$ cat config.mk
export PLATFORM = sky130hd
export DESIGN_NAME = wheel_velocity_pid
export DESIGN_NICKNAME = d
export VERILOG_FILES = /design/src/design/wvp_pkg.sv /design/src/design/wheel_velocity_pid.sv
export VERILOG_INCLUDE_DIRS = /design/src /design/src/design
export SDC_FILE = /design/constraint.sdc
export NUM_CORES = 2
export LEC_CHECK = 0
export BUFFER_PORTS_ARGS = -buffer_cell sky130_fd_sc_hd__buf_4
export CORE_ASPECT_RATIO = 1.2
export CORE_MARGIN = 2
export CORE_UTILIZATION = 43
export DETAILED_ROUTE_END_ITERATION = 16
export HOLD_SLACK_MARGIN = 0.15
export SLEW_MARGIN = 30
export SYNTH_ARGS = -nofsm -noshare
export SYNTH_HDL_FRONTEND = slang
export SYNTH_SLANG_ARGS = --single-unit
$ cat constraint.sdc
create_clock -name clk -period 9.8 [get_ports clk]
set_input_delay 0.98 -clock clk [delete_from_list [all_inputs] [get_ports clk]]
set_output_delay 0.98 -clock clk [all_outputs]
set_load 0.05 [all_outputs]
$ cat src/design/wheel_velocity_pid_defines.svh
// Assertion macros used by the wheel velocity PID top level.
// Expects a clock named clk and an active-low reset named rst_n in scope.
`ifndef WHEEL_VELOCITY_PID_DEFINES_SVH
`define WHEEL_VELOCITY_PID_DEFINES_SVH

// Clocked check, muted while reset is held
`define WVP_ASSERT(lbl, prop, msg) \
  lbl: assert property (@(posedge clk) disable iff (!rst_n) prop) else $error(msg);

// Clocked check that also holds through reset
`define WVP_ASSERT_ALWAYS(lbl, prop, msg) \
  lbl: assert property (@(posedge clk) prop) else $error(msg);

`endif

$ cat src/design/wvp_pkg.sv
// Package for the wheel velocity PID: widths, codes, state word and reset values.
// No dependencies; imported by wheel_velocity_pid.
`default_nettype none

package wvp_pkg;

  // Field and datapath widths
  localparam int VEL_W       = 16;          // Q7.8 velocity
  localparam int IN_DATA_W   = 2 * VEL_W;   // measured, desired
  localparam int ERR_W       = VEL_W + 1;   // |desired| - measured
  localparam int DERR_W      = ERR_W + 1;   // error change
  localparam int SUM_W       = 32;          // saturating error sum
  localparam int GAIN_W      = 8;
  localparam int PROD_W      = GAIN_W + 1 + DERR_W;    // P*e + D*de
  localparam int NUM_W       = PROD_W + GAIN_W + 1;    // (..)*I + sum
  localparam int FRAC_W      = 8;                      // Q7.8 fraction
  localparam int DIV_W       = NUM_W - FRAC_W;         // dividend after >>8
  localparam int DIV_CNT_W   = $clog2(DIV_W);
  localparam int CFG_IDX_W   = 2;
  localparam int CFG_DATA_W  = GAIN_W;

  localparam int DEF_CORRECTION_LIMIT = 1023;

  // Register reset values
  localparam logic [GAIN_W-1:0] P_GAIN_RST    = 8'd25;
  localparam logic [GAIN_W-1:0] I_DIVISOR_RST = 8'd30;
  localparam logic [GAIN_W-1:0] D_GAIN_RST    = 8'd1;
  localparam logic [GAIN_W-1:0] DEADBAND_RST  = 8'd3;

  // Configuration register indexes
  typedef enum logic [CFG_IDX_W-1:0] {
    CFG_P_GAIN    = 2'd0,
    CFG_I_DIVISOR = 2'd1,
    CFG_D_GAIN    = 2'd2,
    CFG_DEADBAND  = 2'd3
  } cfg_idx_t;

  // Sequencer states
  typedef enum logic [2:0] {
    ST_IDLE,
    ST_LOAD,
    ST_PE,
    ST_DE,
    ST_MI,
    ST_SETUP,
    ST_DIV,
    ST_OUT
  } wvp_state_t;

  // Per-wheel state word held in memory
  typedef struct packed {
    logic                    fwd;
    logic signed [ERR_W-1:0] last_err;
    logic signed [SUM_W-1:0] err_sum;
  } wheel_state_t;

  localparam wheel_state_t WHEEL_STATE_RST = '{fwd: 1'b1, last_err: '0, err_sum: '0};

endpackage

`default_nettype wire

$ cat src/design/wheel_velocity_pid.sv
// Two-wheel velocity PID controller, top level.
// Depends on wvp_pkg and wheel_velocity_pid_defines.svh.
`default_nettype none

`include "wheel_velocity_pid_defines.svh"

// Each request names a wheel and carries measured and desired velocity
// (signed Q7.8). A request with a negative measurement is dropped on accept
// and yields no result. Otherwise the block reads the wheel's state word from
// a two-entry state memory, updates direction, saturating error sum and last
// error, writes the word back, then forms (P*e + D*de)*I + sum in three
// multiply steps and divides by 256*I with a one-bit-per-cycle
// restoring divider. From accept to result a request passes through the
// memory read, the state update, the three multiply steps, the divider
// setup, one divider step per quotient bit and the output load. Requests
// are handled one at a time; the result sits in an output register so the
// next request can be taken while it waits. Configuration writes are always
// accepted and must come only while the block is idle.
module wheel_velocity_pid import wvp_pkg::*; #(
  parameter int  CORRECTION_LIMIT = DEF_CORRECTION_LIMIT,
  localparam int CORR_W           = $clog2(CORRECTION_LIMIT + 1) + 1,
  localparam int OUT_DATA_W       = ((CORR_W + 2 + 7) / 8) * 8
) (
  input  wire                    clk,
  input  wire                    rst_n,
  // input request channel
  input  wire                    in_tvalid,
  output logic                   in_tready,
  input  wire  [IN_DATA_W-1:0]   in_tdata,   // [15:0] measured_velocity, [31:16] desired_velocity
  input  wire                    in_tuser,   // [0] wheel
  // result channel
  output logic                   out_tvalid,
  input  wire                    out_tready,
  output logic [OUT_DATA_W-1:0]  out_tdata,  // [0] direction_write, [1] direction,
                                             // [CORR_W+1:2] correction, rest zero
  output logic                   out_tuser,  // [0] wheel_out
  // configuration write channel
  input  wire                    cfg_valid,
  output logic                   cfg_ready,
  input  wire  [CFG_IDX_W-1:0]   cfg_index,
  input  wire  [CFG_DATA_W-1:0]  cfg_data
);

  // Configuration registers
  logic [GAIN_W-1:0] p_gain_r, i_divisor_r, d_gain_r, deadband_r;
  logic [GAIN_W-1:0] idiv_eff;

  // Sequencer
  wvp_state_t state_r, state_nxt;
  logic       in_accept, meas_neg, out_free, out_load;

  // State memory
  wheel_state_t mem_r [2];
  logic [1:0]   valid_r;
  wheel_state_t rd_r, rd_state;
  logic         rd_vld_r;

  // Request registers
  logic                    wheel_r;
  logic [VEL_W-1:0]        meas_r, des_r;

  // Update step
  logic signed [ERR_W-1:0]  des_x, abs_des, err_calc, err_mag;
  logic signed [DERR_W-1:0] derr_calc;
  logic signed [SUM_W:0]    sum_ext;
  logic signed [SUM_W-1:0]  sum_sat;
  logic                     des_pos, des_neg, fwd_new;

  // Arithmetic registers
  logic signed [ERR_W-1:0]  e_r;
  logic signed [DERR_W-1:0] de_r;
  logic signed [SUM_W-1:0]  sum_r;
  logic                     fwd_r, dirw_r, dead_r;
  logic signed [PROD_W-1:0] t_r;
  logic signed [NUM_W-1:0]  num_r;
  logic signed [PROD_W-2:0] pe_prod;
  logic signed [PROD_W-1:0] de_prod;
  logic signed [NUM_W-1:0]  num_calc, num_abs;

  // Divider
  logic [DIV_W-1:0]     quo_r;
  logic [GAIN_W-1:0]    rem_r;
  logic [DIV_CNT_W-1:0] div_cnt_r;
  logic                 neg_r;
  logic [GAIN_W:0]      rem_shift;
  logic                 q_bit;

  // Result
  logic [CORR_W-2:0]    q_clamp;
  logic [CORR_W-1:0]    corr;
  logic                 out_valid_r;
  logic                 out_user_r;
  logic [OUT_DATA_W-1:0] out_data_r;

  // Configuration writes
  assign cfg_ready = 1'b1;

  always_ff @(posedge clk) begin
    if (!rst_n) begin
      p_gain_r    <= P_GAIN_RST;
      i_divisor_r <= I_DIVISOR_RST;
      d_gain_r    <= D_GAIN_RST;
      deadband_r  <= DEADBAND_RST;
    end else if (cfg_valid && cfg_ready) begin
      unique case (cfg_idx_t'(cfg_index))
        CFG_P_GAIN:    p_gain_r    <= cfg_data;
        CFG_I_DIVISOR: i_divisor_r <= cfg_data;
        CFG_D_GAIN:    d_gain_r    <= cfg_data;
        CFG_DEADBAND:  deadband_r  <= cfg_data;
      endcase
    end
  end

  // A zero divisor acts as one
  assign idiv_eff = (i_divisor_r == '0) ? GAIN_W'(1) : i_divisor_r;

  // Handshake and sequencer
  assign in_tready = (state_r == ST_IDLE);
  assign in_accept = in_tvalid && in_tready;
  assign meas_neg  = in_tdata[VEL_W-1];
  assign out_free  = !out_valid_r || out_tready;

  always_comb begin
    state_nxt = state_r;
    out_load  = 1'b0;
    unique case (state_r)
      ST_IDLE:  if (in_accept && !meas_neg) begin
        state_nxt = ST_LOAD;
      end
      ST_LOAD:  state_nxt = ST_PE;
      ST_PE:    state_nxt = ST_DE;
      ST_DE:    state_nxt = ST_MI;
      ST_MI:    state_nxt = ST_SETUP;
      ST_SETUP: state_nxt = ST_DIV;
      ST_DIV:   if (div_cnt_r == DIV_CNT_W'(DIV_W - 1)) begin
        state_nxt = ST_OUT;
      end
      ST_OUT:   if (out_free) begin
        out_load  = 1'b1;
        state_nxt = ST_IDLE;
      end
    endcase
  end

  always_ff @(posedge clk) begin
    if (!rst_n) begin
      state_r <= ST_IDLE;
    end else begin
      state_r <= state_nxt;
    end
  end

  // Latch the request and read its wheel's state word
  always_ff @(posedge clk) begin
    if (in_accept) begin
      wheel_r  <= in_tuser;
      meas_r   <= in_tdata[VEL_W-1:0];
      des_r    <= in_tdata[IN_DATA_W-1:VEL_W];
      rd_r     <= mem_r[in_tuser];
      rd_vld_r <= valid_r[in_tuser];
    end
  end

  // Unwritten entries read as the reset state
  assign rd_state = rd_vld_r ? rd_r : WHEEL_STATE_RST;

  // Error, direction and saturating sum
  always_comb begin
    des_x     = $signed({des_r[VEL_W-1], des_r});
    abs_des   = des_r[VEL_W-1] ? -des_x : des_x;
    err_calc  = abs_des - $signed({1'b0, meas_r});
    err_mag   = err_calc[ERR_W-1] ? -err_calc : err_calc;
    derr_calc = $signed({err_calc[ERR_W-1], err_calc})
              - $signed({rd_state.last_err[ERR_W-1], rd_state.last_err});
    sum_ext   = $signed({rd_state.err_sum[SUM_W-1], rd_state.err_sum})
              + $signed({{(SUM_W + 1 - ERR_W){err_calc[ERR_W-1]}}, err_calc});
    if (sum_ext[SUM_W] != sum_ext[SUM_W-1]) begin
      sum_sat = sum_ext[SUM_W] ? $signed({1'b1, {(SUM_W - 1){1'b0}}})
                               : $signed({1'b0, {(SUM_W - 1){1'b1}}});
    end else begin
      sum_sat = sum_ext[SUM_W-1:0];
    end
    des_pos = !des_r[VEL_W-1] && (des_r != '0);
    des_neg = des_r[VEL_W-1];
    fwd_new = des_pos ? 1'b1 : (des_neg ? 1'b0 : rd_state.fwd);
  end

  // Write the updated state word back
  always_ff @(posedge clk) begin
    if (state_r == ST_LOAD) begin
      mem_r[wheel_r] <= '{fwd: fwd_new, last_err: err_calc, err_sum: sum_sat};
    end
  end

  always_ff @(posedge clk) begin
    if (!rst_n) begin
      valid_r <= '0;
    end else if (state_r == ST_LOAD) begin
      valid_r[wheel_r] <= 1'b1;
    end
  end

  // Multiply steps
  assign pe_prod  = $signed({1'b0, p_gain_r}) * e_r;
  assign de_prod  = $signed({1'b0, d_gain_r}) * de_r;
  assign num_calc = t_r * $signed({1'b0, idiv_eff})
                  + $signed({{(NUM_W - SUM_W){sum_r[SUM_W-1]}}, sum_r});
  assign num_abs  = num_r[NUM_W-1] ? -num_r : num_r;

  // One restoring divide step
  assign rem_shift = {rem_r, quo_r[DIV_W-1]};
  assign q_bit     = (rem_shift >= {1'b0, idiv_eff});

  always_ff @(posedge clk) begin
    unique case (state_r)
      ST_LOAD: begin
        e_r    <= err_calc;
        de_r   <= derr_calc;
        sum_r  <= sum_sat;
        fwd_r  <= fwd_new;
        dirw_r <= (fwd_new != rd_state.fwd);
        dead_r <= ($unsigned(err_mag) < {{(ERR_W - GAIN_W){1'b0}}, deadband_r});
      end
      ST_PE:    t_r   <= $signed({pe_prod[PROD_W-2], pe_prod});
      ST_DE:    t_r   <= t_r + de_prod;
      ST_MI:    num_r <= num_calc;
      ST_SETUP: begin
        neg_r     <= num_r[NUM_W-1];
        quo_r     <= num_abs[NUM_W-1:FRAC_W];
        rem_r     <= '0;
        div_cnt_r <= '0;
      end
      ST_DIV: begin
        rem_r     <= q_bit ? GAIN_W'(rem_shift - {1'b0, idiv_eff}) : rem_shift[GAIN_W-1:0];
        quo_r     <= {quo_r[DIV_W-2:0], q_bit};
        div_cnt_r <= div_cnt_r + DIV_CNT_W'(1);
      end
      default: ;
    endcase
  end

  // Clamp, restore sign, apply deadband
  always_comb begin
    if (quo_r > DIV_W'(CORRECTION_LIMIT)) begin
      q_clamp = (CORR_W - 1)'(CORRECTION_LIMIT);
    end else begin
      q_clamp = quo_r[CORR_W-2:0];
    end
    if (dead_r) begin
      corr = '0;
    end else if (neg_r) begin
      corr = -{1'b0, q_clamp};
    end else begin
      corr = {1'b0, q_clamp};
    end
  end

  // Output register
  always_ff @(posedge clk) begin
    if (!rst_n) begin
      out_valid_r <= 1'b0;
    end else if (out_load) begin
      out_valid_r <= 1'b1;
    end else if (out_tready) begin
      out_valid_r <= 1'b0;
    end
  end

  always_ff @(posedge clk) begin
    if (out_load) begin
      out_user_r <= wheel_r;
      out_data_r <= OUT_DATA_W'({corr, fwd_r, dirw_r});
    end
  end

  assign out_tvalid = out_valid_r;
  assign out_tuser  = out_user_r;
  assign out_tdata  = out_data_r;

  // Checks
  `WVP_ASSERT(a_take_goes_load, in_accept && !meas_neg |=> state_r == ST_LOAD, "accepted request did not start")
  `WVP_ASSERT(a_div_ends, state_r == ST_DIV && div_cnt_r == DIV_CNT_W'(DIV_W - 1) |=> state_r == ST_OUT, "divider overran")
  `WVP_ASSERT(a_out_blocked, state_r == ST_OUT && out_valid_r && !out_tready |=> state_r == ST_OUT && out_valid_r, "result overwrote pending output")
  `WVP_ASSERT(a_wb_valid, state_r == ST_LOAD |=> valid_r[wheel_r], "state word not marked written")
  `WVP_ASSERT(a_dead_zero, out_load && dead_r |=> out_tdata[CORR_W+1:2] == '0, "deadband result not zero")

endmodule

`default_nettype wire
### Word-level counts from Yosys, hierarchy flattened

Memory sizes are Yosys's and may differ from the RTL's. A register that Yosys moved wholly into a read port is not among the register bits.
Index checks and enable logic that the tools add are counted.

* add/subtract/negate cells: 11
* bitwise gates (word level): 2
* magnitude comparators: 6
* reductions and logical operators: 21
* equality and inequality tests: 16
* muxes and demuxes: 30
* multiply operators: 3

Operator list (number)
* 32-bit two-way mux: 2
* 28-bit one-hot mux with 2 select lines: 1
* 27-bit one-hot mux with 2 select lines: 1
* 50-bit two-way mux: 1
* 36-bit by 32-bit adder with 36-bit output: 1
* 27-bit by 9-bit multiplier with 36-bit output: 1
* 36-bit two-way mux: 1
* 36-bit negator: 1
* 17-bit two-way mux: 2
* 32-bit by 17-bit adder with 33-bit output: 1
* 28-bit by 10-bit > comparator with 1-bit output (second input constant): 1
* 27-bit adder: 1
* 9-bit by 18-bit multiplier with 27-bit output: 1
* 9-bit by 17-bit multiplier with 26-bit output: 1
* 3-bit one-hot mux with 8 select lines: 1
* 10-bit two-way mux: 2
* 17-bit by 17-bit subtractor with 18-bit output: 1
* 17-bit by 8-bit < comparator with 1-bit output: 1
* 16-bit negator with 17-bit output: 1
* 17-bit negator: 1
* 17-bit subtractor: 1
* 8-bit two-way mux: 2
* 8-bit one-hot mux with 2 select lines: 1
* 16-bit nonzero test: 1
* other kinds (31): 61

* bits in registers: 261
* memory bits (writable): 100
* memories: 1
* bits of input ports: 48
* output and inout bits: 20

Memory list
* mem_r: words 2, width 50, read ports 1, clocked after memory_dff 1, write ports 1, RTL line wheel_velocity_pid.sv:53 `wheel_state_t mem_r [2];`

### Longest topological paths before layout

* depth in word-level cells: 6
* gate-level depth with buffers: 28

### Least setup slack after synthesis

Ideal clock, no wire load.

* path kind: flip-flop to flip-flop
* start point: reg des_r[3]
* end point: mem mem_r[0][10] (netlist name) (data pin)
* setup time: 168 ps
* path slack: 2817 ps
* stages on the path, launching flop included: 26
* data required time: 9632 ps
* arrival time: 6815 ps
* path through: edfxtp_1 > or4_1 > o41ai_1 > xnor2_1 > ha_1 > and3_1 > a221o_1 > a22o_1 > or3_1 > o21ai_1 > a21oi_1 > inv_1 > clkbuf_1 > ha_1 > a21o_1 > a21o_1 > a221o_1 > a22o_1 > a31o_1 > a221oi_1 > o21a_1 > xnor2_1 > buf_2 > nand2_1 > buf_2 > a21oi_1

* longest elaborated chain between the ends: 6
* elaborated cells between the ends (all ways): 7

RTL lines
* from (decl): RTL line wheel_velocity_pid.sv:60 `logic [VEL_W-1:0] meas_r, des_r;`
* from (signal assigned): RTL line wheel_velocity_pid.sv:158 `des_r <= in_tdata[IN_DATA_W-1:VEL_W];`
* 16-bit negator with 17-bit output: RTL line wheel_velocity_pid.sv:170 `abs_des = des_r[VEL_W-1] ? -des_x : des_x;`
* 17-bit two-way mux *: RTL line wheel_velocity_pid.sv:170
* 17-bit subtractor *: RTL line wheel_velocity_pid.sv:171 `err_calc = abs_des - $signed({1'b0, meas_r});`
* net err_calc[16]: RTL line wheel_velocity_pid.sv:63 `logic signed [ERR_W-1:0] des_x, abs_des, err_calc, err_mag;`
* 32-bit by 17-bit adder with 33-bit output *: RTL line wheel_velocity_pid.sv:176 `+ $signed({{(SUM_W + 1 - ERR_W){err_calc[ERR_W-1]}}, err_calc});`
* 32-bit two-way mux or 1-bit inequality test (tied branches): RTL line wheel_velocity_pid.sv:178, wheel_velocity_pid.sv:177
* 32-bit two-way mux *: RTL line wheel_velocity_pid.sv:177 `if (sum_ext[SUM_W] != sum_ext[SUM_W-1]) begin`
* net sum_sat[10]: RTL line wheel_velocity_pid.sv:66 `logic signed [SUM_W-1:0] sum_sat;`
* to (decl): RTL line wheel_velocity_pid.sv:53

The timed path passes the listed nets; every way through them passes the cells marked *.

### Worst setup path in the final report

* start point: reg i_divisor_r[7]
* end point: reg num_r[35] (data pin)

* longest elaborated chain between the ends: 4

RTL lines
* from (decl): RTL line wheel_velocity_pid.sv:45 `logic [GAIN_W-1:0] p_gain_r, i_divisor_r, d_gain_r, deadband_r;`
* from (signal assigned): RTL line wheel_velocity_pid.sv:107 `CFG_I_DIVISOR: i_divisor_r <= cfg_data;`
* 8-bit logical NOT: RTL line wheel_velocity_pid.sv:115 `assign idiv_eff = (i_divisor_r == '0) ? GAIN_W'(1) : i_divisor_r;`
* 8-bit two-way mux *: RTL line wheel_velocity_pid.sv:115
* 27-bit by 9-bit multiplier with 36-bit output *: RTL line wheel_velocity_pid.sv:206 `assign num_calc = t_r * $signed({1'b0, idiv_eff})`
* 36-bit by 32-bit adder with 36-bit output *: RTL line wheel_velocity_pid.sv:207 `+ $signed({{(NUM_W - SUM_W){sum_r[SUM_W-1]}}, sum_r});`
* net num_calc[35]: RTL line wheel_velocity_pid.sv:78 `logic signed [NUM_W-1:0] num_calc, num_abs;`
* to (signal assigned): RTL line wheel_velocity_pid.sv:226 `ST_MI: num_r <= num_calc;`
* to (decl): RTL line wheel_velocity_pid.sv:75 `logic signed [NUM_W-1:0] num_r;`

Marked as above.
A chain may end at the register's enable or synchronous reset.

==> flow_summary_export.csv <==
group,metric,value,unit
final_layout,fill_cells,8157,
grt,grt_first_pass_wirelength,145.5,mm
worst_hold_path,min_to,"out_tdata[0]",
grt,grt_max_degree,57,
timing,setup_tns,0,ns
place,gp_congestion,0.8778,
worst_setup_path,critPathBufInv,6,
clock_tree,cts_setup_buffers,0,
grt,grt_overflow_total,0,
floorplanning,coreArea,0.08800,mm²
logic_synthesis,yosysSeqAreaShare,31.23,%
grt,antenna_found_initial,2,
floorplanning,start_util,43.52,%
place,dp_cells,4881,
worst_setup_path,cpPeakStageDelay,0.61,ns
route,num_vias,25657,
worst_setup_path,end_kind,"flop",
clock_tree,clock_latency,0.62,ns
worst_setup_path,cp.arrival,8.12,ns
run_status,status,"finished clean",
grt,grt_pass1_vias,26332,
logic_synthesis,syn_inst,3741,
worst_setup_path,cp-start-kind,"flop",
timing,fin_hold_ws,0.4189,ns
timing,hold_viol,0,
worst_setup_path,slowest_stage,"dfxtp_1",
logic_synthesis,ys_seq_elements,411,
place,dpl.hpwl,71.27,mm
logic_synthesis,async_flop_share,0,%
final_layout,layout.nets,4558,
worst_hold_path,holdCritStartpoint,"dirw_r",
route,post_drt_via_cell_ratio,5.160,
clock_tree,cts_resized,0,
grt,grt_usage,20.24,%
final_layout,antennaDiodeCount,0,
final_layout,final_cells,4972,
route,wl_per_cell,18.13,µm
clock_tree,clk_pin_slew,0.06,ns
timing,rsz0062_at_grt,"no",
flow_run,cap_viol_max_count,0,
floorplanning,io-pin-count,68,
worst_hold_path,worstHoldPathCells,0,
worst_setup_path,crit_type,"reg -> reg",
route,drtIter0Drc,1274,
place,port_buffers,63,
clock_tree,h-tree-depth,2,
final_layout,final_common_cell,"inv_1",
worst_setup_path,r2r_slack,2.02,ns
worst_setup_path,worstPathRequired,10.14,ns
worst_setup_path,cp_top_family,"adder cells",
clock_tree,clock_path_buffers,3,
final_layout,syn_to_final_growth,8.987,%
timing,maxSlewViolCount,0,
worst_hold_path,hold_path.class,"reg -> reg",
floorplanning,chipWidth,276.4,µm
floorplanning,die-area,0.09148,mm²
route,drc,0,
final_layout,layout_common_cells,"650 x inv_1, 447 x fa_1, 438 x nand2_1",
route,routed_wl,90.13,mm
timing,fin_skew,0.04098,ns
logic_synthesis,yosysWarnings,0,
clock_tree,cts_tree,"built",
floorplanning,die_h,330.9,µm
clock_tree,numCtsBuffers,48,
worst_setup_path,worstPathMaxFanout,29,
final_layout,drive_gt1_share,6.775,%
worst_setup_path,regToRegEndpoint,"num_r[35]",
route,drtAntennaViolNets,0,
clock_tree,cts.sinks,411,
worst_setup_path,rr_startpoint,"i_divisor_r[7]",
timing,tightest_slew,0.9638,ns
route,drt-pass1-iter-count,6,
logic_synthesis,syn_area,0.03830,mm²
timing,slew_headroom,34.93,%
floorplanning,rows,119,
timing,setup_viol,0,
logic_synthesis,syn_avg_cell_area,10.24,µm²
timing,max_freq,128.5,MHz
clock_tree,clockRootBuffer,"clkbuf_16",
logic_synthesis,synth-edff-count,373,
logic_synthesis,synth_flop_cell,"edfxtp_1",
timing,fin_crit_sh,79.39,%
timing,fin_crit,7.780,ns
worst_setup_path,ff2ff_path_depth,25,
logic_synthesis,synthDistinctLibCells,79,
clock_tree,holdBufCountCts,0,
-- sequential cells by signal, summed over array words and instances, names as in the netlist, 8 cells and up --
register,cells
de_r,18
mem_r,100
d_gain_r,8
deadband_r,8
p_gain_r,8
num_r,36
meas_r,16
out_tdata,13
t_r,27
rd_r,50
e_r,17
quo_r,28
des_r,16
rem_r,8
i_divisor_r,8
sum_r,32
-- worst max-delay path by stage --
stage	from	to	slack, ns	depth (start not counted)
6_report	i_divisor_r[7]	num_r[35]	2.02	25
3_5_place_dp	des_r[3]	mem_r[1][10]	1.59	24
2_1_floorplan	des_r[3]	mem_r[0][10]	2.82	25
4_1_cts	des_r[3]	sum_r[10]	1.52	24
5_1_grt	des_r[3]	mem_r[1][5]	1.53	24
3_3_place_gp	des_r[3]	sum_r[5]	1.41	24
-- synth_stat cells (17+ instances only) --
master	n	share of area [%]
clkbuf_1	81	0.79
o31ai_1	18	0.35
nand2_1	439	4.3
o21a_1	21	0.41
nand3_1	30	0.39
a31oi_1	17	0.28
o21bai_1	21	0.41
nor2b_1	29	0.47
a21oi_1	139	1.8
mux2_2	51	1.5
ha_1	280	9.1
fa_1	447	23
a211oi_1	20	0.39
nand2b_1	35	0.57
inv_1	651	6.4
mux2i_1	22	0.57
xnor2_1	123	2.8
a21o_1	56	1.1
dfxtp_1	38	2.0
or3_1	17	0.28
nor3_1	27	0.35
o21ai_0	112	1.5
edfxtp_1	373	29
and2_1	289	4.7
xor2_1	65	1.5
nor2_1	128	1.3
-- per-layer routing --
metal	vias to the layer above	wire, µm	GRT usage, %
met5	-	0	0
met4	0	1882	4.894
met3	94	3498	2.031
met2	464	43780	34.94
met1	12842	40960	27.55
li1	12257	-	-
-- metrics by stage --
step / area, µm² / setup slack [ns] / util (%)
3_5_place_dp: 40080 / 1.592 / 45.54
2_1_floorplan: 38310 / 2.817 / -
6_report: 41740 / 2.020 / 47.44
4_1_cts: 41720 / 1.517 / 47.41
3_3_place_gp: 40060 / 1.413 / 45.52
5_1_grt: 41740 / 1.534 / 47.44
-- worst reg2reg max path, cell delays in order (launching register included) --
cell and delay [ns]:
dfxtp_1 0.61, nor4_1 0.33, a41o_1 0.55, buf_4 0.33, nand2_1 0.10, fa_1 0.51
inv_1 0.06, fa_1 0.49, inv_1 0.05, fa_1 0.47, inv_1 0.06, fa_1 0.55
inv_1 0.06, fa_1 0.50, inv_1 0.04, ha_1 0.35, and3_1 0.19, a221o_1 0.34
a221o_1 0.41, a2111o_1 0.47, o211ai_1 0.28, nand3_1 0.14, a31oi_1 0.26, o21ai_1 0.11
a21oi_1 0.17, xnor2_1 0.08
-- cell families (layout without fill, tap and decap cells) --
kind of cell	after synthesis	after routing	synth area share, %
fa+ha+maj	734	734	32.70
flops	411	411	31.23
simple gates	1077	1077	13.90
xor+xnor	189	189	4.342
other cells	2	4	0.01961
compound gates	499	499	8.269
buf+inv	756	836	7.471
mux	73	73	2.074
-- final cells by class --
cell class / count / area, µm² / share of cell area [%]
clock buffer: 58 / 1239 / 2.968
clock inverter: 32 / 404.1 / 0.9682
inverter: 653 / 2451 / 5.872
multi-input combinational: 2576 / 23540 / 56.40
sequential: 411 / 11960 / 28.66
tap: 1149 / 1438 / 3.444
timing repair buffer: 93 / 701.9 / 1.682
Power is not shown: default switching activity piles up to over one toggle a cycle in this logic, so the estimate is an artifact.
